$ cat src/rtl/core/wsft_ram.sv
// generic single write port ram with one registered read port, read-first
// depends on nothing
module wsft_ram #(
   parameter int WIDTH = 8,
   parameter int DEPTH = 256,
   localparam int AW = $clog2(DEPTH)
) (
   input  logic             clock,
   input  logic             wr_en,
   input  logic [AW-1:0]    wr_addr,
   input  logic [WIDTH-1:0] wr_data,
   input  logic [AW-1:0]    rd_addr,
   output logic [WIDTH-1:0] rd_data
);

   logic [WIDTH-1:0] mem_ff [DEPTH];
   logic [WIDTH-1:0] rd_data_ff;

   always_ff @(posedge clock) begin
      rd_data_ff <= mem_ff[rd_addr];
      if (wr_en) begin
         mem_ff[wr_addr] <= wr_data;
      end
   end

   assign rd_data = rd_data_ff;

endmodule

$ cat config.mk
export PLATFORM = sky130hd
export DESIGN_NAME = wsft_ram
export DESIGN_NICKNAME = d
export VERILOG_FILES = /design/src/rtl/core/wsft_ram.sv
export SDC_FILE = /design/constraint.sdc
export NUM_CORES = 2
export LEC_CHECK = 0
export BUFFER_PORTS_ARGS = -buffer_cell sky130_fd_sc_hd__buf_2
export CORE_AREA = 2 2 568 570
export CTS_CLUSTER_DIAMETER = 80
export DETAILED_ROUTE_END_ITERATION = 7
export DIE_AREA = 0 0 570 572
export PLACE_DENSITY = 0.38
export SETUP_SLACK_MARGIN = 0.05
export SLEW_MARGIN = 20
export SYNTH_ARGS = -nofsm -noshare
export SYNTH_HDL_FRONTEND = slang
export SYNTH_SLANG_ARGS = --single-unit
export TNS_END_PERCENT = 20
$ cat constraint.sdc
create_clock -name clock -period 2.25 [get_ports clock]
set_input_delay 0.1125 -clock clock [delete_from_list [all_inputs] [get_ports clock]]
set_output_delay 0.1125 -clock clock [all_outputs]
set_load 0.05 [all_outputs]
==> out/qor.csv <==
stage,metric,value,unit
route,drt via density,4.54,
route,First-pass DRT Iterations,5,
power,static leakage,31.8,nW
critical_path,CP Data Required Time,3040,ps
clocking,# H-tree levels,4,
place,RePlAce Congestion,0.790,
critical_path,Crit path arrival time,3110,ps
power,Max IR drop VDD,0.645,mV
synthesis,top cell type's share of synthesized area,0.773,
synthesis,Post-synth EDFFs,2048,
critical_path,Worst R2R End,rd_data[5],
worst_hold_path,WHS Endpoint,rd_data[2],
clocking,Clock Sinks,2056,
outcome,status,finished with violations,
timing,relative slew slack,0.227,
floorplanning,IO Count,34,
clocking,CTS tree,built,
floorplanning,core area,0.320,mm^2
clocking,Clock Latency Late Sink,900,ps
timing,Final Max Tran Viols,0,
grt,via count of the first global-routing pass,42560,
clocking,clock root buffer,clkbuf_16,
clocking,clock-pin slew on the worst setup and hold paths,60,ps
cells_and_area,layout cell share with drive strength beyond 1,0.357,
grt,GRT overflow,0,
synthesis,"Async S/R FF share, synth",0,
synthesis,synthesis-stage register bit count,2056,
route,# DRC,0,
place,# port buffers,33,
grt,All-Layer GR Usage,0.153,
synthesis,Synth Cell Area,0.0796,mm^2
timing,worst hold slack,192,ps
critical_path,Critical Path End Type,flip-flop,
place,DP Cell Count,8545,
synthesis,distinct cell type count after synthesis,55,
clocking,Setup Buffers After CTS,0,
floorplanning,Die Span Y,572,um
power,PD cells,852,mW/mm^2
timing,setup tns final,-186,ps
timing,crit path time final,2320,ps
outcome,failing checks,negative setup slack,
timing,RSZ-0062 raised after global routing,yes,
route,initial detailed-routing violation count,3776,
critical_path,worst setup path startpoint,mem_ff[26][5],
power,Power Total,84.6,mW
synthesis,most common library cells after synthesis,"edfxtp_1, mux4_2, nor2_1",
timing,Worst-Margin Slew,1160,ps
synthesis,Yosys top cell by area,edfxtp_1,
place,Post-Place Worst Slack,-1180,ps
cells_and_area,Area Overhead vs Synth,24.8,%
synthesis,sequential fraction of the synthesis area,0.775,
timing,achievable frequency,0.431,GHz
critical_path,reg2reg setup slack,-70,ps
grt,first-pass GRT wire length,349000,um
grt,initial antenna violation count,20,
clocking,total CTS buffers,228,
timing,final setup violation count,3,
run,max_cap viols,0,
clocking,clock buffer depth,4,
synthesis,Post-synth top flop,edfxtp_1,
route,Routed WL,251000,um
timing,Fin Clk Skew,66.0,ps
timing,final hold violations,0,
synthesis,syn_nets,3759,
synthesis,dominant cells by area after synthesis,"edfxtp_1, mux4_2, mux2i_1, nor2_1, a22oi_1",
grt,largest net degree at the start of global routing,121,
synthesis,Cells after Synth,3733,
floorplanning,die span in x,570,um
floorplanning,Rows,208,
synthesis,most numerous cell in the Yosys netlist,edfxtp_1,
critical_path,worst reg2reg startpoint,mem_ff[26][5],
route,remaining antenna violation count,0,
route,wire per inst,27.9,um
floorplanning,initial core utilization,0.249,
cells_and_area,Layout Cells excl Fill,8981,
synthesis,Ys Warns,0,
worst_hold_path,Worst Hold Class,in2reg,
floorplanning,DIE AREA,0.326,mm^2
worst_hold_path,Cells on Worst Hold Path,8,
cells_and_area,fin nets,4617,
synthesis,Mean Syn Cell Area,21.3,um^2
place,dpl hpwl,166000,um
critical_path,Worst R2R Path Depth,8,
route,via total after detailed routing,40741,
timing,fin crit share,1.03,
worst_hold_path,hold_sp,rd_addr[5],
critical_path,Critical Path Fanout Max,1,
critical_path,Crit Path Class,reg2reg,
timing,Final WS setup,-70.7,ps
critical_path,CP Launch Type,flip-flop,
## repair_timing
action / CTS / global route
setup endpoints to repair: 8 / 8
gates resized for setup: 51 / 18
hold buffers: 17 / 0
endpoints found under the hold margin: 1799 / 0
pin swaps: 19 / 7
## kinds of logic (layout without fill, tap and decap cells)
kind of cell / count (synthesis) / after routing / synth area share
multiplexers: 591 / 591 / 0.146
flip-flops: 2056 / 2056 / 0.775
AO/OA/AOI/OAI: 385 / 385 / 0.0342
buffers and inverters: 235 / 1281 / 0.0183
AND/OR/NAND/NOR: 466 / 466 / 0.0263
other: 0 / 2 / 0
## layer usage
metal,vias up,track usage,share of wire
met5,-,0,0
met4,0,0.0377,0.024
met3,325,0.0246,0.045
met2,867,0.254,0.49
met1,22083,0.208,0.44
li1,17466,-,-
## per-stage QoR
step	utilization	area, um^2
after floorplan	-	79600
final	0.310	99300
after global placement	0.286	91400
after global routing	0.310	99300
after detailed placement	0.286	91400
after CTS	0.310	99200
## worst max-delay path: stages (launching register included)
cell	delay [ps]
edfxtp_1	400
mux4_2	490
a22o_1	260
a221oi_2	190
buf_4	190
o221ai_4	120
a211oi_4	380
buf_4	180
nor4_1	40
## layout by cell type (no fill, tap or decap), types with 44 or more instances in the layout
cell / instances
clkinv_1: 52
clkinv_2: 48
clkbuf_16: 230
edfxtp_1: 2048
a21oi_1: 93
mux4_2: 454
buf_12: 122
a22oi_1: 128
buf_4: 688
o221ai_1: 44
nor2_1: 275
mux2i_1: 134
## how the worst max path moves through the flow
stage / endpoint / slack [ps] / cells after the start
final: rd_data[5] / -70 / 8
after global routing: rd_data[4] / -110 / 7
after CTS: rd_data[5] / -100 / 8
after detailed placement: rd_data[6] / -1180 / 9
after global placement: rd_data[6] / -1600 / 9
after floorplan: rd_data[2] / 200 / 9
## area by class of cell
| type | instances | area (um^2) |
|---|---|---|
| fill | 30724 | 221000 |
| sequential | 2056 | 61700 |
| multi-input combinational | 1442 | 16900 |
| timing repair buffer | 861 | 8070 |
| clock buffer | 275 | 5970 |
| tap | 4200 | 5260 |
| clock inverter | 143 | 1390 |
| inverter | 2 | 7.51 |
| antenna | 2 | 5.00 |
## state kept, by name, indices dropped and copies added (netlist names)
register and count:
rd_data 8, mem_ff 2048
## where the power goes
group / switching (mW) / leakage (nW) / total (mW) / internal (mW)
sequential: 0.0925 / 18.5 / 42.3 / 42.2
clock: 15.6 / 3.61 / 37.1 / 21.5
combinational: 3.18 / 9.77 / 5.26 / 2.08
total: 18.8 / 31.8 / 84.6 / 65.8
Note: power is estimated with default switching activity, not from simulation.
