<file path="src/rtl/core/wsft_pkg.sv">
// shared constants and types of the working set fault tracker
// depends on nothing; imported by every module of the block but the ram
package wsft_pkg;

   localparam int MAX_WINDOW = 256;
   localparam int PAGE_COUNT = 256;

   localparam int PAGE_W = 8;
   localparam int WIN_W  = 9;
   localparam int SIZE_W = 9;
   localparam int FTOT_W = 32;
   localparam int STOT_W = 40;

   localparam int RING_AW = $clog2(MAX_WINDOW);
   localparam int PAGE_AW = $clog2(PAGE_COUNT);
   localparam int CNT_W   = $clog2(MAX_WINDOW + 1);

   localparam int REQ_DATA_W = ((PAGE_W + 7) / 8) * 8;
   localparam int RSP_BITS   = 1 + SIZE_W + FTOT_W + STOT_W;
   localparam int RSP_DATA_W = ((RSP_BITS + 7) / 8) * 8;

   localparam int FIFO_DEPTH = 4;
   localparam int FIFO_AW    = $clog2(FIFO_DEPTH);

   typedef struct packed {
      logic               en;
      logic [PAGE_AW-1:0] addr;
      logic [CNT_W-1:0]   data;
   } cnt_wr_type;

   typedef struct packed {
      logic [STOT_W-1:0] size_total;
      logic [FTOT_W-1:0] fault_total;
      logic [SIZE_W-1:0] set_size;
      logic              fault;
   } rsp_item_type;

endpackage

</file>
<file path="src/rtl/core/wsft_ram.sv">
// generic single write port ram with one registered read port, read-first
// depends on nothing
module wsft_ram #(
   parameter int WIDTH = 8,
   parameter int DEPTH = 256,
   localparam int AW = $clog2(DEPTH)
) (
   input  logic             clock,
   input  logic             wr_en,
   input  logic [AW-1:0]    wr_addr,
   input  logic [WIDTH-1:0] wr_data,
   input  logic [AW-1:0]    rd_addr,
   output logic [WIDTH-1:0] rd_data
);

   logic [WIDTH-1:0] mem_ff [DEPTH];
   logic [WIDTH-1:0] rd_data_ff;

   always_ff @(posedge clock) begin
      rd_data_ff <= mem_ff[rd_addr];
      if (wr_en) begin
         mem_ff[wr_addr] <= wr_data;
      end
   end

   assign rd_data = rd_data_ff;

endmodule

</file>
<file path="src/rtl/core/wsft_count_table.sv">
// per-page occurrence count table: ram, per-entry valid bits, write forwarding
// depends on wsft_pkg and wsft_ram
module wsft_count_table (
   input  logic                        clock,
   input  logic                        reset,
   input  logic                        clear,
   input  logic [wsft_pkg::PAGE_AW-1:0] rd_addr,
   input  wsft_pkg::cnt_wr_type        wr,
   output logic [wsft_pkg::CNT_W-1:0]  rd_count
);
   import wsft_pkg::*;

   logic [PAGE_COUNT-1:0] valid_ff, valid_in;
   logic                  fwd_hit_ff, fwd_hit_in;
   logic [CNT_W-1:0]      fwd_data_ff, fwd_data_in;
   logic                  entry_vld_ff, entry_vld_in;
   logic [CNT_W-1:0]      ram_rd_data;

   wsft_ram #(.WIDTH(CNT_W), .DEPTH(PAGE_COUNT)) u_ram (
      .clock   (clock),
      .wr_en   (wr.en),
      .wr_addr (wr.addr),
      .wr_data (wr.data),
      .rd_addr (rd_addr),
      .rd_data (ram_rd_data)
   );

   always_comb begin
      valid_in = valid_ff;
      if (clear) begin
         valid_in = '0;
      end else if (wr.en) begin
         valid_in[wr.addr] = 1'b1;
      end
      fwd_hit_in   = wr.en && (wr.addr == rd_addr);
      fwd_data_in  = wr.data;
      entry_vld_in = valid_ff[rd_addr];
   end

   always_ff @(posedge clock) begin
      if (reset) begin
         valid_ff <= '0;
      end else begin
         valid_ff <= valid_in;
      end
      fwd_hit_ff   <= fwd_hit_in;
      fwd_data_ff  <= fwd_data_in;
      entry_vld_ff <= entry_vld_in;
   end

   // same-edge write wins, never-written entries read as zero
   assign rd_count = fwd_hit_ff   ? fwd_data_ff :
                     entry_vld_ff ? ram_rd_data : '0;

endmodule

</file>
<file path="config.mk">
export PLATFORM = sky130hd
export DESIGN_NAME = wsft_count_table
export DESIGN_NICKNAME = d
export VERILOG_FILES = /design/src/rtl/core/wsft_pkg.sv /design/src/rtl/core/wsft_ram.sv /design/src/rtl/core/wsft_count_table.sv
export SDC_FILE = /design/constraint.sdc
export NUM_CORES = 2
export LEC_CHECK = 0
export ABC_AREA = 0
export BUFFER_PORTS_ARGS = -buffer_cell sky130_fd_sc_hd__buf_2
export CORE_MARGIN = 3
export CORE_UTILIZATION = 30
export DETAILED_ROUTE_END_ITERATION = 8
export GPL_TIMING_DRIVEN = 0
export SYNTH_ARGS = -nofsm -noshare
export SYNTH_HDL_FRONTEND = slang
export SYNTH_SLANG_ARGS = --single-unit
</file>
<file path="constraint.sdc">
create_clock -name clock -period 2.1 [get_ports clock]
set_clock_uncertainty 0.1 [all_clocks]
set_input_delay 0.105 -clock clock [delete_from_list [all_inputs] [get_ports clock]]
set_output_delay 0.105 -clock clock [all_outputs]
set_load 0.1 [all_outputs]
</file>
==> impl_metrics.prom <==
# TYPE chip_impl_metric gauge
chip_impl_metric{name="detail_route.wl_per_cell",unit="µm"} 38.0
chip_impl_metric{name="timing.reg2reg.worst_path_depth",unit=""} 6
chip_impl_metric{name="drive_gt1_frac",unit=""} 0.310
chip_impl_metric{name="final_min_period_over_clock_period",unit=""} 1.31
chip_impl_metric{name="seq_power_share",unit=""} 0.506
chip_impl_metric{name="groute.layer.met3.usage",unit=""} 0.0682
chip_impl_info{name="worstReg2RegStart",value="u_ram.mem_ff[223][2]$_DFFE_PP_"} 1
chip_impl_info{name="ys_top_cells_by_area",value="sky130_fd_sc_hd__edfxtp_1, sky130_fd_sc_hd__mux4_2, sky130_fd_sc_hd__dfxtp_1"} 1
chip_impl_metric{name="tritoncts_num_sinks",unit=""} 2580
chip_impl_metric{name="first_global_vias",unit=""} 55223
chip_impl_metric{name="totalWireLength",unit="µm"} 392000
chip_impl_metric{name="layout_min_cycle_time",unit="ns"} 2.75
chip_impl_metric{name="antenna_found_initial",unit=""} 34
chip_impl_metric{name="placementRows",unit=""} 211
chip_impl_metric{name="synth_sequential_area_ratio",unit=""} 0.749
chip_impl_info{name="critical_path.endpoint_type",value="flip-flop"} 1
chip_impl_metric{name="antenna_violating_nets_post_route",unit=""} 0
chip_impl_metric{name="max_cap_check_violation_count",unit=""} 0
chip_impl_metric{name="global_route.usage.total",unit=""} 0.224
chip_impl_metric{name="power.combinational.fraction",unit=""} 0.072
chip_impl_metric{name="layout_cells_excl_fill",unit=""} 10300
chip_impl_metric{name="fin_setup_tns",unit="ns"} -13.11
chip_impl_metric{name="core_footprint",unit="µm²"} 331000
chip_impl_metric{name="cts_inserted_buffers",unit=""} 277
chip_impl_info{name="tritoncts",value="built"} 1
chip_impl_metric{name="clockBufferDepth",unit=""} 4
chip_impl_metric{name="dr.pass1.iters",unit=""} 8
chip_impl_metric{name="timing.slew.headroom",unit=""} 0.0912
chip_impl_info{name="cp_slowest_cell",value="sky130_fd_sc_hd__o41ai_4"} 1
chip_impl_metric{name="finalInstanceArea",unit="µm²"} 121000
chip_impl_info{name="cp_top_family",value="buffers and inverters"} 1
chip_impl_info{name="timing.critical_path.from_type",value="primary input"} 1
chip_impl_metric{name="synth_area_per_cell",unit="µm²"} 19.2
chip_impl_metric{name="crit_required",unit="ns"} 2.77
chip_impl_metric{name="synth-seq-cells",unit=""} 2580
chip_impl_info{name="timing_worst_setup_path_type",value="primary input to flip-flop"} 1
chip_impl_metric{name="placedCellCount",unit=""} 9647
chip_impl_metric{name="critical-path-max-stage-delay",unit="ns"} 0.74
chip_impl_metric{name="maxClockFrequency",unit="MHz"} 363
chip_impl_metric{name="ys_warn_count",unit=""} 0
chip_impl_metric{name="peakVddDrop",unit="mV"} 0.986
chip_impl_metric{name="initial_core_util",unit=""} 0.302
chip_impl_metric{name="maximum_level_of_the_cts_h_tree",unit=""} 5
chip_impl_metric{name="switching_share",unit=""} 0.232
chip_impl_metric{name="port_buffers",unit=""} 27
chip_impl_metric{name="hold_path_depth",unit=""} 3
chip_impl_info{name="worst_hold_startpoint",value="wr[17]"} 1
chip_impl_metric{name="grt_pass1_wl",unit="µm"} 510000
chip_impl_metric{name="synthesis.nets",unit=""} 5239
chip_impl_info{name="grt-busiest-layer",value="met2"} 1
chip_impl_metric{name="power_per_cell_area",unit="nW/µm²"} 918
chip_impl_metric{name="fp.dieW",unit="µm"} 583
chip_impl_info{name="hold_path.class",value="primary input to flip-flop"} 1
chip_impl_metric{name="drt_drc_violations_left",unit=""} 0
chip_impl_metric{name="intPower",unit="mW"} 85.0
chip_impl_info{name="clockRootBuffer",value="sky130_fd_sc_hd__clkbuf_16"} 1
chip_impl_metric{name="cp.arrival",unit="ns"} 3.43
chip_impl_info{name="timing.critical_path.cells",value="buf_2 > buf_6 > or2_2 > buf_1 > clkbuf_2 > nor3_2 > o41ai_4 > nor3_4"} 1
chip_impl_info{name="crit-reg2reg-capture",value="u_ram.rd_data[2]$_DFF_P_"} 1
chip_impl_info{name="synth_common_cells",value="sky130_fd_sc_hd__edfxtp_1, sky130_fd_sc_hd__nor2_1, sky130_fd_sc_hd__mux4_2, sky130_fd_sc_hd__mux2i_1, sky130_fd_sc_hd__dfxtp_1"} 1
chip_impl_metric{name="setup_ws",unit="ns"} -0.654
chip_impl_metric{name="fin_nets",unit=""} 5735
chip_impl_metric{name="cp_max_fo",unit=""} 10
chip_impl_metric{name="hpwlAfterDp",unit="µm"} 259000
chip_impl_info{name="synth_most_common_cell",value="sky130_fd_sc_hd__edfxtp_1"} 1
chip_impl_metric{name="power.clock.fraction",unit=""} 0.422
chip_impl_metric{name="critical_path_buf_inv_count",unit=""} 4
chip_impl_metric{name="fillCellCount",unit=""} 30057
chip_impl_metric{name="insertion_delay",unit="ns"} 0.96
chip_impl_metric{name="detailed_place.area",unit="µm²"} 107000
chip_impl_metric{name="timing_hold_violations_final",unit=""} 0
chip_impl_metric{name="dr.first_iter.drc_count",unit=""} 10003
chip_impl_metric{name="synth_top_area_frac",unit=""} 0.693
chip_impl_metric{name="io_pins",unit=""} 38
chip_impl_info{name="ys.flop_type",value="sky130_fd_sc_hd__edfxtp_1"} 1
chip_impl_info{name="holdPathEnd",value="u_ram.mem_ff[3][0]$_DFFE_PP_"} 1
chip_impl_metric{name="setup.reg_to_reg.worst_slack",unit="ns"} -0.54
chip_impl_info{name="run_status",value="finished with violations"} 1
chip_impl_metric{name="detail_route.vias_per_cell",unit=""} 5.72
chip_impl_metric{name="syn_inst_count",unit=""} 5210
chip_impl_metric{name="worst-slew-pin-transition",unit="ns"} 1.36
chip_impl_metric{name="ys_types",unit=""} 60
chip_impl_metric{name="largest_net_degree_at_the_start_of_global_routing",unit=""} 148
chip_impl_metric{name="die_height",unit="µm"} 583
chip_impl_metric{name="power.switching",unit="mW"} 25.8
chip_impl_metric{name="grt.overflow.total",unit=""} 0
chip_impl_metric{name="final-max-slew-violation-count",unit=""} 0
chip_impl_info{name="failed_checks",value="negative setup slack"} 1
chip_impl_metric{name="groute.layer.met1.usage",unit=""} 0.291
chip_impl_metric{name="syn-cell-area",unit="µm²"} 99800
chip_impl_metric{name="synth-edff-count",unit=""} 2304
chip_impl_metric{name="clock_slew_seen_by_the_registers_of_the_worst_setup_and_hold_paths",unit="ns"} 0.06
chip_impl_metric{name="gr-usage-met2",unit=""} 0.329
chip_impl_metric{name="post-layout-total-power",unit="mW"} 111
chip_impl_metric{name="gp_congestion",unit=""} 1.01
chip_impl_metric{name="leakage_component_of_the_power",unit="nW"} 37.6
chip_impl_metric{name="area_growth_syn_to_layout",unit="%"} 21.0
chip_impl_metric{name="fp.dieArea",unit="µm²"} 340000
chip_impl_metric{name="postLayoutCoreUtil",unit=""} 0.365
chip_impl_info{name="rsz0062_at_grt",value="true"} 1
chip_impl_metric{name="postSynth.asyncResetShare",unit=""} 0
chip_impl_metric{name="via_count",unit=""} 58937
chip_impl_info{name="netlist.top_cell.by_area",value="sky130_fd_sc_hd__edfxtp_1"} 1
chip_impl_metric{name="final-setup-viol-count",unit=""} 210
## layout by cell type (no fill, tap or decap), drive strengths merged, types with 76 or more instances in the layout
master     n
a21oi    114
mux2i    281
nor2     743
o221ai    85
nand2     76
dfxtp    276
edfxtp  2304
clkbuf   533
mux4     544
buf      384
## layout make-up
class | instances | area, µm² | share of cell area
inverters | 4 | 22.5 | 0.000186
repair buffers | 218 | 3420 | 0.0283
plain buffers | 321 | 3010 | 0.0249
clock buffers | 398 | 7810 | 0.0647
multi-input cells | 2304 | 25600 | 0.212
well taps | 4366 | 5460 | 0.0452
diodes | 26 | 65.1 | 0.000539
clock inverters | 83 | 646 | 0.00535
flip-flops and latches | 2580 | 74700 | 0.619
## worst max-delay path by stage
stage,slack [ns],end,cells past startpoint,from
after floorplan,-0.14,u_ram.mem_ff[202][0]$_DFFE_PP_,6,wr[17]
after global placement,-4.40,u_ram.rd_data[5]$_DFF_P_,9,rd_addr[4]
after detailed placement,-3.45,u_ram.rd_data[6]$_DFF_P_,8,rd_addr[4]
after CTS,-0.49,u_ram.rd_data[2]$_DFF_P_,6,u_ram.mem_ff[223][2]$_DFFE_PP_
after global routing,-0.49,u_ram.rd_data[2]$_DFF_P_,6,u_ram.mem_ff[223][2]$_DFFE_PP_
final,-0.65,u_ram.rd_data[1]$_DFF_P_,8,rd_addr[3]
## power groups by stage
stage | combinational (mW) | sequential [mW] | clock, mW
after floorplan | 3.07 | 57.1 | 0
after global placement | 6.85 | 57.3 | 0
after detailed placement | 7.08 | 57.1 | 0
after CTS | 7.60 | 56.0 | 46.8
after global routing | 7.95 | 56.0 | 48.8
final | 8.02 | 56.0 | 46.8
## tightest hold or removal path, delay by kind of cell
family	cells	cell delay [ns]
buffers and inverters	1	0.18
and+or+nand+nor	2	0.60
## layer usage
layer | routed length [µm] | share of wire
met5 | 113 | 0.00029
met4 | 29100 | 0.074
met2 | 169000 | 0.43
met1 | 141000 | 0.36
met3 | 52600 | 0.13
## through the flow
stage | setup slack (ns) | hold slack, ns
2_1_floorplan | -0.138 | 0.0327
3_3_place_gp | -4.40 | 0.344
3_5_place_dp | -3.45 | 0.355
4_1_cts | -0.492 | 0.00727
5_1_grt | -0.491 | 0.0363
6_report | -0.654 | 0.0638
## registers in the layout, summed over array words and instances, names as in the netlist
name           count
entry_vld_ff       1
fwd_data_ff        9
fwd_hit_ff         1
u_ram.mem_ff    2304
u_ram.rd_data      9
valid_ff         256
## kinds of logic after synthesis
family                    Yosys count  share of synthesized area
AOI/OAI and AO/OA                 483                     0.0352
xor gates and xnor gates            8                   0.000702
buffers and inverters             326                     0.0224
DFF                              2580                      0.749
muxes                             832                      0.153
and+or+nand+nor                   981                     0.0403
## what timing repair did
| action | in CTS | in global routing |
|---|---|---|
| setup endpoints to repair | 2320 | 1886 |
| hold buffers | 16 | 2 |
| hold endpoints to repair | 1315 | 21 |
| buffers inserted | 41 | 87 |
| resized for setup | 698 | 230 |
| pin swaps | 61 | 102 |
Note: power is estimated with default switching activity, not from simulation.
