===== src/rtl/core/wsft_pkg.sv =====
// shared constants and types of the working set fault tracker
// depends on nothing; imported by every module of the block but the ram
package wsft_pkg;

   localparam int MAX_WINDOW = 256;
   localparam int PAGE_COUNT = 256;

   localparam int PAGE_W = 8;
   localparam int WIN_W  = 9;
   localparam int SIZE_W = 9;
   localparam int FTOT_W = 32;
   localparam int STOT_W = 40;

   localparam int RING_AW = $clog2(MAX_WINDOW);
   localparam int PAGE_AW = $clog2(PAGE_COUNT);
   localparam int CNT_W   = $clog2(MAX_WINDOW + 1);

   localparam int REQ_DATA_W = ((PAGE_W + 7) / 8) * 8;
   localparam int RSP_BITS   = 1 + SIZE_W + FTOT_W + STOT_W;
   localparam int RSP_DATA_W = ((RSP_BITS + 7) / 8) * 8;

   localparam int FIFO_DEPTH = 4;
   localparam int FIFO_AW    = $clog2(FIFO_DEPTH);

   typedef struct packed {
      logic               en;
      logic [PAGE_AW-1:0] addr;
      logic [CNT_W-1:0]   data;
   } cnt_wr_type;

   typedef struct packed {
      logic [STOT_W-1:0] size_total;
      logic [FTOT_W-1:0] fault_total;
      logic [SIZE_W-1:0] set_size;
      logic              fault;
   } rsp_item_type;

endpackage


===== src/rtl/core/wsft_rsp_fifo.sv =====
// small result buffer between the update pipeline and the result channel
// depends on wsft_pkg
module wsft_rsp_fifo (
   input  logic                        clock,
   input  logic                        reset,
   input  logic                        push,
   input  wsft_pkg::rsp_item_type      push_item,
   input  logic                        pop_ready,
   output logic                        out_valid,
   output wsft_pkg::rsp_item_type      out_item,
   output logic [wsft_pkg::FIFO_AW:0]  count
);
   import wsft_pkg::*;

   rsp_item_type       entries_ff [FIFO_DEPTH];
   logic [FIFO_AW-1:0] wr_ptr_ff, wr_ptr_in;
   logic [FIFO_AW-1:0] rd_ptr_ff, rd_ptr_in;
   logic [FIFO_AW:0]   count_ff, count_in;
   logic               pop;

   assign out_valid = (count_ff != '0);
   assign out_item  = entries_ff[rd_ptr_ff];
   assign count     = count_ff;
   assign pop       = out_valid && pop_ready;

   always_comb begin
      wr_ptr_in = push ? wr_ptr_ff + 1'b1 : wr_ptr_ff;
      rd_ptr_in = pop  ? rd_ptr_ff + 1'b1 : rd_ptr_ff;
      count_in  = count_ff + (FIFO_AW+1)'(push) - (FIFO_AW+1)'(pop);
   end

   always_ff @(posedge clock) begin
      if (reset) begin
         wr_ptr_ff <= '0;
         rd_ptr_ff <= '0;
         count_ff  <= '0;
      end else begin
         wr_ptr_ff <= wr_ptr_in;
         rd_ptr_ff <= rd_ptr_in;
         count_ff  <= count_in;
      end
      if (push) begin
         entries_ff[wr_ptr_ff] <= push_item;
      end
   end

endmodule


===== config.mk =====
export PLATFORM = sky130hd
export DESIGN_NAME = wsft_rsp_fifo
export DESIGN_NICKNAME = d
export VERILOG_FILES = /design/src/rtl/core/wsft_pkg.sv /design/src/rtl/core/wsft_rsp_fifo.sv
export SDC_FILE = /design/constraint.sdc
export NUM_CORES = 1
export LEC_CHECK = 0
export ABC_AREA = 1
export BUFFER_PORTS_ARGS = -buffer_cell sky130_fd_sc_hd__buf_2
export CAP_MARGIN = 30
export CORE_ASPECT_RATIO = 0.7
export CORE_MARGIN = 3
export CORE_UTILIZATION = 50
export DETAILED_ROUTE_END_ITERATION = 7
export GPL_ROUTABILITY_DRIVEN = 0
export PLACE_DENSITY = 0.74
export SYNTH_ARGS = -nofsm -noshare
export SYNTH_HDL_FRONTEND = slang
export SYNTH_SLANG_ARGS = --single-unit

===== constraint.sdc =====
create_clock -name clock -period 2.4 [get_ports clock]
set_clock_uncertainty 0.05 [all_clocks]
set_input_delay 0.24 -clock clock [delete_from_list [all_inputs] [get_ports clock]]
set_output_delay 0.24 -clock clock [all_outputs]
set_load 0.1 [all_outputs]

==> results.md, run 1 <==
- Flops & latches, synth: 337
- Crit path largest cell delay: 430 ps
- Detail Placement HPWL: about 16000 um
- Commonest cells after routing, fill and taps aside: edfxtp_1, nor2_1, buf_12
- Critical Path RT: between 2000 and 2500 ps
- DRT antenna net count: 0
- First-pass GRT wire length: 44190 um
- Rel. slew slack: 64.97%
- Complex-gate fraction of the synthesized area: 11.45%
- H-tree levels: 1
- Initial Util: 51.26%
- Core ar.: 24800 um^2
- Synthesized area: about 13000 um^2
- Die Footprint: around 27000 um^2
- Vias in the first global route: 8187
- Critical hold path startpoint: reset
- Grt ovf: 0
- Clock transition at path regs: 60 ps
- Final Max Tran Viols: 0
- Commonest non-fill, non-tap cell in the layout: edfxtp_1
- Leak Pwr: ~0.0063 uW
- Non-filler cells, final: 1466
- Ratio of cells with drive above 1 in the final layout: 31.34%
- Worst vdd rail ir drop: 1.027 mV
- Worst-Margin Slew: 525.5 ps
- Adder-cell share of the synthesized area: 0.7479%
- Worst path cell trace: buf_4 -> buf_16 -> o21ai_0 -> o22ai_2 -> buf_12
- Via count: 8063
- Later-pin clock latency in the skew report: between 500 and 600 ps
- Post-Synth Simple-Gate Area: approximately 5.5%
- Syn Nets: between 900 and 1000
- Mapped Cells: 854
- First-pass detailed-route iteration total: 4
- RSZ-0062 raised after global routing: false
- Flop2flop setup slack: roughly 500 ps
- Post-synth top area share: roughly 77%
- Cell taking the most area after synthesis: edfxtp_1
- Multi-input gate area: approximately 2800 um^2
- CP Launch Type: flip-flop
- Xor/xnor cell area share of the yosys netlist: 0%
- Root Buffer: clkbuf_16
- Worst hold path stage count: 3
- Final worst path period need: 2311 ps
- Die Ht: 139.4 um
- Syn avg cell area: 14.89 um^2
- Area Growth Syn to Fin: 39.30%
- Rows: 48
- Yosys Warn Count: 0
- Mux cell area share after synthesis: 0%
- Clock tree buffer depth: 3
- Register area: about 10000 um^2
- Via-to-Cell Ratio: 5.500
- Die W: about 200 um
- Largest family of logic cells by synthesized area: compound AO/OA/AOI/OAI gates
- R2R Path Start: count[1]
- CP Capture Type: output pin
- CP max stage cell: dfxtp_4
- Hold Path Sink: count[1]
- Worst slack, placed: about 560 ps
- Final Cycle Share: 96.28%
- TritonCTS clock tree: yes
- Total track usage: 20.26%
- Detailed-route wire length: approximately 29000 um
- Max Cap Violations: 0
- Nets: 1208
- Crit path kind: flip-flop to output pin
- DR DRC count: 0
- I/O pin count: about 170
- Number of DRC markers in iteration 0: 530
- Fill count: 1523
- Worst R2R Path Depth: 8
- Sequential area share after synthesis: 78.88%
- Setup violations, final: 0
- Arrival @ worst endpoint: 2020 ps
- WL/cell: approximately 20 um
- R2r endpoint: count[2]
- Antenna violations before repair: 2
- Outcome: finished, final reports clean
- Sum Neg Setup Slack: 0 ps
- Worst-path fanout max: 35
- Fmax: 432.8 MHz
- P per Cell Area: 1231 nW/um^2
- PortBufs: 171
- Pin count of the biggest net entering global routing: 87
- Final worst slack: 89.32 ps
- Clk sinks: 337
- Area contributors post-synth: edfxtp_1, nor2_1, o22ai_1, o21ai_0, o21ai_1
- Hold Crit Class: primary input to flip-flop
- Num CTS Buffers: 31
- Synth unique cells: 23
- Placed cells: 1316
- Final Hold Fails: 0
## report_power, final
part,internal [uW],switching [uW]
Combinational,3230,6770
Clock,2910,2030
Sequential,6750,101
## cells by family (layout without fill, tap and decap cells)
group | count (synthesis) | count (layout)
AOI/OAI and AO/OA | 254 | 254
adders and majority gates | 7 | 7
buffers and inverters | 71 | 356
DFF | 337 | 337
other | 0 | 2
and+or+nand+nor | 185 | 185
## state kept, by name, summed over array words and instances, names as in the netlist, named ones only
| register | flops |
|---|---|
| rd_ptr_ff | 2 |
| count | 3 |
| entries_ff | 328 |
| wr_ptr_ff | 2 |
## cell usage after synthesis
master and number:
nor2_2 2, inv_1 16, clkbuf_1 14, o21ai_2 18, inv_2 1, o21ai_0 86
o22ai_2 2, buf_2 18, fa_1 1, a21oi_1 5, o21ai_1 62, dfxtp_1 9
buf_6 13, nand2_1 12, a21boi_0 1, nand3_1 2, ha_1 6, edfxtp_1 328
o22ai_1 80, nor2_1 169, inv_4 1, buf_12 1, buf_4 7
## worst max path at each step
| stage | start | to | slack, ps | cells after the start |
|---|---|---|---|---|
| 2_1_floorplan | count[0] | count[1] | 10 | 8 |
| 3_3_place_gp | count[1] | count[2] | 590 | 8 |
| 3_5_place_dp | count[1] | count[2] | 560 | 8 |
| 4_1_cts | flip-flop | out_item[10] | 9 | 4 |
| 5_1_grt | flip-flop | out_item[57] | 10 | 5 |
| 6_report | flip-flop | out_item[57] | 90 | 5 |
## critical path, delay by kind of cell, from the launching register on
kind / cells / cell delay (ps)
buffers and inverters: 3 / 620
DFF: 1 / 430
AOI/OAI and AO/OA: 2 / 420
## per-layer routing
| layer | vias up | share of wire [%] | global-route usage, % |
|---|---|---|---|
| met5 | - | 0 | 0 |
| met4 | 0 | 2.2 | 5.060 |
| met3 | 52 | 6.6 | 3.485 |
| met2 | 299 | 48 | 33.36 |
| met1 | 3980 | 43 | 28.60 |
| li1 | 3732 | - | - |
## metrics by stage
step | cell area [um^2] | util, % | power, uW | hold slack, ps
after floorplan | 13230 | - | 13420 | 261.2
after global placement | 15700 | 63.30 | 16580 | 388.8
after detailed placement | 15700 | 63.30 | 16670 | 392.5
after CTS | 17600 | 70.96 | 21720 | 359.2
after global routing | 17710 | 71.41 | 22480 | 380.6
final | 17710 | 71.41 | 21800 | 381.2
## final cells by class
| cell class | instances | share of cell area (%) |
|---|---|---|
| flip-flops and latches | 337 | 56.65 |
| repair buffers | 281 | 19.01 |
| multi-input cells | 446 | 15.55 |
| clock buffers | 36 | 4.712 |
| well taps | 325 | 2.296 |
| clock inverters | 21 | 1.201 |
| inverters | 18 | 0.5510 |
| diodes | 2 | 0.02826 |
## what timing repair did
| action | 4_1_cts | 5_1_grt |
|---|---|---|
| hold buffers | 85 | 0 |
| endpoints found under the hold margin | 334 | 0 |
| setup buffers | 0 | 4 |
| gates cloned | 0 | 2 |
| resized for setup | 1 | 6 |
| endpoints found under the setup margin | 1 | 29 |
(Power assumes the default switching activity.)
==> inputs of run 2 (changes only) <==
--- a/constraint.sdc
+++ b/constraint.sdc
@@ -4,2 +4,2 @@
 set_output_delay 0.24 -clock clock [all_outputs]
-set_load 0.1 [all_outputs]
+set_load 0.01 [all_outputs]
==> results.md, run 2 (same netlist as run 1, synthesis figures left out) <==
- TritonCTS clock tree: yes
- Worst path cell trace: inv_8 -> buf_12 -> nor2_1 -> o22ai_1 -> buf_2
- Flop2flop setup slack: 440 ps (-60 ps)
- R2R Path Start: wr_ptr_ff[0]
- Vias in the first global route: 7907 (-3.4%)
- Number of DRC markers in iteration 0: 562 (+6.0%)
- Die W: 196.6 um (unchanged)
- First-pass GRT wire length: 44070 um (-0.26%)
- Fmax: 433.9 MHz (+0.26%)
- Final Hold Fails: 0 (unchanged)
- Clock tree buffer depth: 3 (unchanged)
- Max reg flops: 328 (unchanged)
- Initial Util: 51.26% (unchanged)
- P per Cell Area: 945.5 nW/um^2 (-23%)
- Die Footprint: 27410 um^2 (unchanged)
- Fill count: 1814 (+19%)
- Via count: 7981 (-1.0%)
- Core ar.: 24800 um^2 (unchanged)
- I/O pin count: 172 (unchanged)
- Detail Placement HPWL: 15790 um (+0.15%)
- Final Cycle Share: 96.03% (-0.25 points)
- DRT antenna net count: 0 (unchanged)
- CP Launch Type: flip-flop
- Arrival @ worst endpoint: 2010 ps (about the same)
- Hold Slack: 379.8 ps (-1.391 ps)
- Total power: 14930 uW (-32%)
- CP max stage cell: dfxtp_4
- Detailed-route wire length: 28080 um (-4.1%)
- Final Max Tran Viols: 0 (unchanged)
- Ratio of cells with drive above 1 in the final layout: 23.08% (-8.3 points)
- WP buf/inv: 3 (unchanged)
- Num CTS Buffers: 31 (unchanged)
- PortBufs: 171 (unchanged)
- R2r endpoint: entries_ff[0][79]
- Register name with the most flops: entries_ff
- Crit path largest cell delay: 380 ps (-50 ps)
- First-pass detailed-route iteration total: 5 (+1)
- Crit path kind: flip-flop to output pin
- Register area: 10030 um^2 (unchanged)
- WL/cell: 19.29 um (-3.5%)
- Worst R2R Path Depth: 5 (-3)
- Worst-path fanout max: 48 (+37%)
- Commonest cells after routing, fill and taps aside: edfxtp_1, buf_2, nor2_1
- Clk sinks: 337 (unchanged)
- Rel. slew slack: 61.22% (-3.8 points)
- Max Cap Violations: 0 (unchanged)
- RSZ-0062 raised after global routing: false
- Commonest non-fill, non-tap cell in the layout: edfxtp_1
- H-tree levels: 1 (unchanged)
- Total track usage: 20.21% (-0.051 points)
- Worst-Margin Slew: 580.5 ps (+55.04 ps)
- Worst vdd rail ir drop: 0.7032 mV (-32%)
- Via-to-Cell Ratio: 5.481 (-0.34%)
- Non-filler cells, final: 1456 (-0.68%)
- Outcome: finished, final reports clean
- Setup violations, final: 0 (unchanged)
- Clock transition at path regs: 60 ps (about the same)
- Hold Crit Class: primary input to flip-flop
- Rows: 48 (unchanged)
- CP Capture Type: output pin
- Pin count of the biggest net entering global routing: 97 (+11%)
- DR DRC count: 0 (unchanged)
- Critical Path RT: 2110 ps (about the same)
- Grt ovf: 0 (unchanged)
- Later-pin clock latency in the skew report: 540 ps (about the same)
- Top delay family on crit path: buffers and inverters
- Die Ht: 139.4 um (unchanged)
- Antenna violations before repair: 0 (-2)
- Critical Path Stages: 5 (unchanged)
- Critical path destination: out_item[65]
- Antenna diode count: 0 (-2)
- Placed cells: 1316 (unchanged)
- Root Buffer: clkbuf_16
- Nets: 1202 (-0.50%)
- Multi-input gate area: 2260 um^2 (-18%)
- Sum Neg Setup Slack: 0 ps (unchanged)
- Area Growth Syn to Fin: 24.19%
- Final worst path period need: 2305 ps (-6.014 ps)
- Leak Pwr: 0.005594 uW (-12%)
[run 2: where the power goes]
part | switching, uW | internal [uW]
clock network | 2020 | 2670
logic | 2170 | 1230
registers | 92.2 | 6750
total | 4280 | 10700
[run 2: metal layers]
layer	wire length [um]	GRT usage, %
met1	12240	29.71
met2	13180	32.84
met3	2230	3.388
met4	431	3.336
met5	0	0
[run 2: cell type report]
| type | instances | share of cell area, % |
|---|---|---|
| clock buffers | 36 | 5.032 |
| clock inverters | 19 | 1.046 |
| multi-input cells | 446 | 14.31 |
| repair buffers | 275 | 12.92 |
| well taps | 325 | 2.575 |
| inverters | 18 | 0.5705 |
| flip-flops and latches | 337 | 63.55 |
[run 2: worst min path at each step]
| stage | startpoint | end | slack, ps | depth (start not counted) |
|---|---|---|---|---|
| after floorplan | reset | count[0] | 260 | 1 |
| after global placement | reset | count[1] | 390 | 2 |
| after detailed placement | reset | count[1] | 390 | 2 |
| after CTS | reset | count[1] | 350 | 3 |
| after global routing | reset | count[0] | 390 | 3 |
| final | reset | count[1] | 380 | 3 |
[run 2: metrics by stage]
step	setup WS (ps)	util (%)	cell area (um^2)
final	95.33	63.66	15790
after global routing	2.216	63.66	15790
after CTS	1.963	63.56	15770
after detailed placement	419.3	56.27	13960
after global placement	469.1	56.27	13960
after floorplan	72.77	-	12730
[run 2: repair_timing]
item | in CTS | in global routing
gates resized for setup | 0 | 5
setup endpoints to repair | 0 | 22
endpoints found under the hold margin | 336 | 0
hold buffers | 85 | 0
setup buffers | 0 | 0
[run 2: worst register-to-register path, stage by stage (launching register included)]
cell        delay (ps)
dfxtp_1            370
inv_1              100
ha_1               200
nand2_1            100
clkinvlp_4         490
buf_12             390
==> inputs of run 3 (changes only) <==
CTS_CLUSTER_DIAMETER = 50   (was unset)
clock period = 2.1 ns   (was 2.4 ns; I/O delays follow)
==> results.md, run 3 (same netlist as run 1, synthesis figures left out) <==
- Outcome: finished, final reports clean
- Via count: 8273 (+3.7%)
- Sw frac: 29.08% (+0.42 points)
- Sequential share of power: 42.8% (-3.0 points)
- Hold Crit Class: primary input to flip-flop
- Clk pwr share: 30.2% (-1.2 points)
- Leak Pwr: 0.005945 uW (+6.3%)
- Vias in the first global route: 8099 (+2.4%)
- Die W: 196.6 um (unchanged)
- Sw Pwr: 5314 uW (+24%)
- Area Growth Syn to Fin: 30.42%
- Via-to-Cell Ratio: 5.552 (+1.3%)
- Num CTS Buffers: 31 (unchanged)
- H-tree levels: 1 (unchanged)
- CP Capture Type: output pin
- Setup violations, final: 0 (unchanged)
- WL/cell: 21.06 um (+9.2%)
- Worst vdd rail ir drop: 0.9125 mV (+30%)
- Non-filler cells, final: 1490 (+2.3%)
- Fill count: 1623 (-11%)
- Placed cells: 1322 (+0.46%)
- First-pass GRT wire length: 45410 um (+3.0%)
- Max reg flops: 328 (unchanged)
- Design Area, Final: 16580 um^2 (+5.0%)
- Final worst path period need: just over 2000 ps
- Area after DPL: 14030 um^2 (+0.56%)
- Worst slack, placed: 242.3 ps (-177.0 ps)
- Core ar.: 24800 um^2 (unchanged)
- Total track usage: 21.05% (+0.84 points)
- DRT antenna net count: 0 (unchanged)
- Nets: 1234 (+2.7%)
- Number of DRC markers in iteration 0: 739 (+31%)
- First-pass detailed-route iteration total: 5 (unchanged)
- Final worst slack: 31.76 ps (-63.57 ps)
- Final Cycle Share: 98.49%
- Worst-Margin Slew: 373.7 ps (-206.8 ps)
- Clock tree buffer depth: 3 (unchanged)
- Rows: 48 (unchanged)
- Grt ovf: 0 (unchanged)
- Rel. slew slack: 75.03% (+14 points)
- Initial Util: 51.26% (unchanged)
- Antenna violations before repair: 0 (unchanged)
- TritonCTS clock tree: yes
- RSZ-0062 raised after global routing: true
- Detail Placement HPWL: 15230 um (-3.5%)
- Commonest cells after routing, fill and taps aside: edfxtp_1, buf_2, nor2_1
- Clock transition at path regs: 60 ps (about the same)
- P per Cell Area: 1102 nW/um^2 (+17%)
- Crit path kind: flip-flop to output pin
- Pint: 12960 uW (+22%)
- Final Hold Fails: 0 (unchanged)
- Detailed-route wire length: 31380 um (+12%)
- DR DRC count: 0 (unchanged)
- Fmax: 483.5 MHz
- Worst-path fanout max: 10 (-79%)
- CP Launch Type: flip-flop
- Critical Path RT: 1840 ps (-270 ps)
- Root Buffer: clkbuf_16
- Arrival @ worst endpoint: 1810 ps (-200 ps)
- Total power: 18270 uW (+22%)
- PortBufs: 171 (unchanged)
- Register name with the most flops: entries_ff
- Later-pin clock latency in the skew report: 550 ps (about the same)
- Ratio of cells with drive above 1 in the final layout: 27.58% (+4.5 points)
- I/O pin count: 172 (unchanged)
- Clk sinks: 337 (unchanged)
- Max Cap Violations: 0 (unchanged)
- Final Max Tran Viols: 0 (unchanged)
- Comb power frac: 27.0% (+4.3 points)
- Commonest non-fill, non-tap cell in the layout: edfxtp_1
- Die Footprint: 27410 um^2 (unchanged)
- Layout Utilization: 66.85% (+3.2 points)
- Die Ht: 139.4 um (unchanged)
- Pin count of the biggest net entering global routing: 45 (-54%)
[run 3: cell types whose count changed in the layout (fill, tap and decap cells not counted), moves of 4 or more]
| cell | change |
|---|---|
| o21ai_0 | -5 |
| o21ai_2 | +7 |
| buf_4 | +9 |
| nand2_1 | -4 |
| nand2_2 | +4 |
| buf_16 | +9 |
| clkbuf_16 | +10 |
| clkinv_1 | -6 |
[run 3: layer usage]
metal  track usage (%)  part of all wire, %
met1             29.15                   42
met2             34.66                   47
met3             4.574                  8.2
met4             5.060                  2.1
met5                 0                    0
[run 3: through the flow]
step,setup TNS [ps],hold slack (ps)
after detailed placement,0,356.7
after global placement,0,357.9
after CTS,-386.2,311.8
after global routing,-352.8,328.2
after floorplan,-42300,231.2
final,0,337.1
[run 3: worst max-delay path: stages (launching register included)]
cell,delay [ps]
dfxtp_4,370
buf_12,150
buf_4,140
inv_6,120
o21ai_1,80
o22ai_1,200
buf_2,190
[run 3: area by class of cell]
type / instances / area (um^2) / share of cell area [%]
Inverter: 18 / 121.4 / 0.7319
Timing Repair inverter: 2 / 20.02 / 0.1207
Tap cell: 325 / 406.6 / 2.452
Sequential cell: 337 / 10040 / 60.54
Clock inverter: 17 / 190.2 / 1.147
Timing Repair Buffer: 305 / 2658 / 16.03
Clock buffer: 39 / 805.8 / 4.859
Multi-Input combinational cell: 446 / 2338 / 14.10
Antenna cell: 1 / 2.502 / 0.01509
[run 3: worst paths after layout]
kind	start	endpoint	slack (ps)	cells after the start
setup / recovery	flip-flop	out_item[1]	30	6
hold / removal	reset	count[0]	340	3
setup reg to reg	count[1]	count[2]	220	8
hold reg to reg	wr_ptr_ff[1]	wr_ptr_ff[1]	440	2
[run 3: power groups by stage]
stage	combinational (uW)	sequential [uW]	clock, uW
final	4930	7830	5520
after global routing	5290	7850	5860
after CTS	4420	7820	5590
after detailed placement	3720	7960	0
after global placement	3640	7950	0
after floorplan	2370	7950	0
[run 3: repair_timing]
item / 4_1_cts / 5_1_grt
buffers inserted: 4 / 5
gates cloned: 7 / 10
hold buffers: 85 / 0
pin swaps: 1 / 4
resized for setup: 21 / 33
hold endpoints to repair: 337 / 0
setup endpoints to repair: 76 / 72
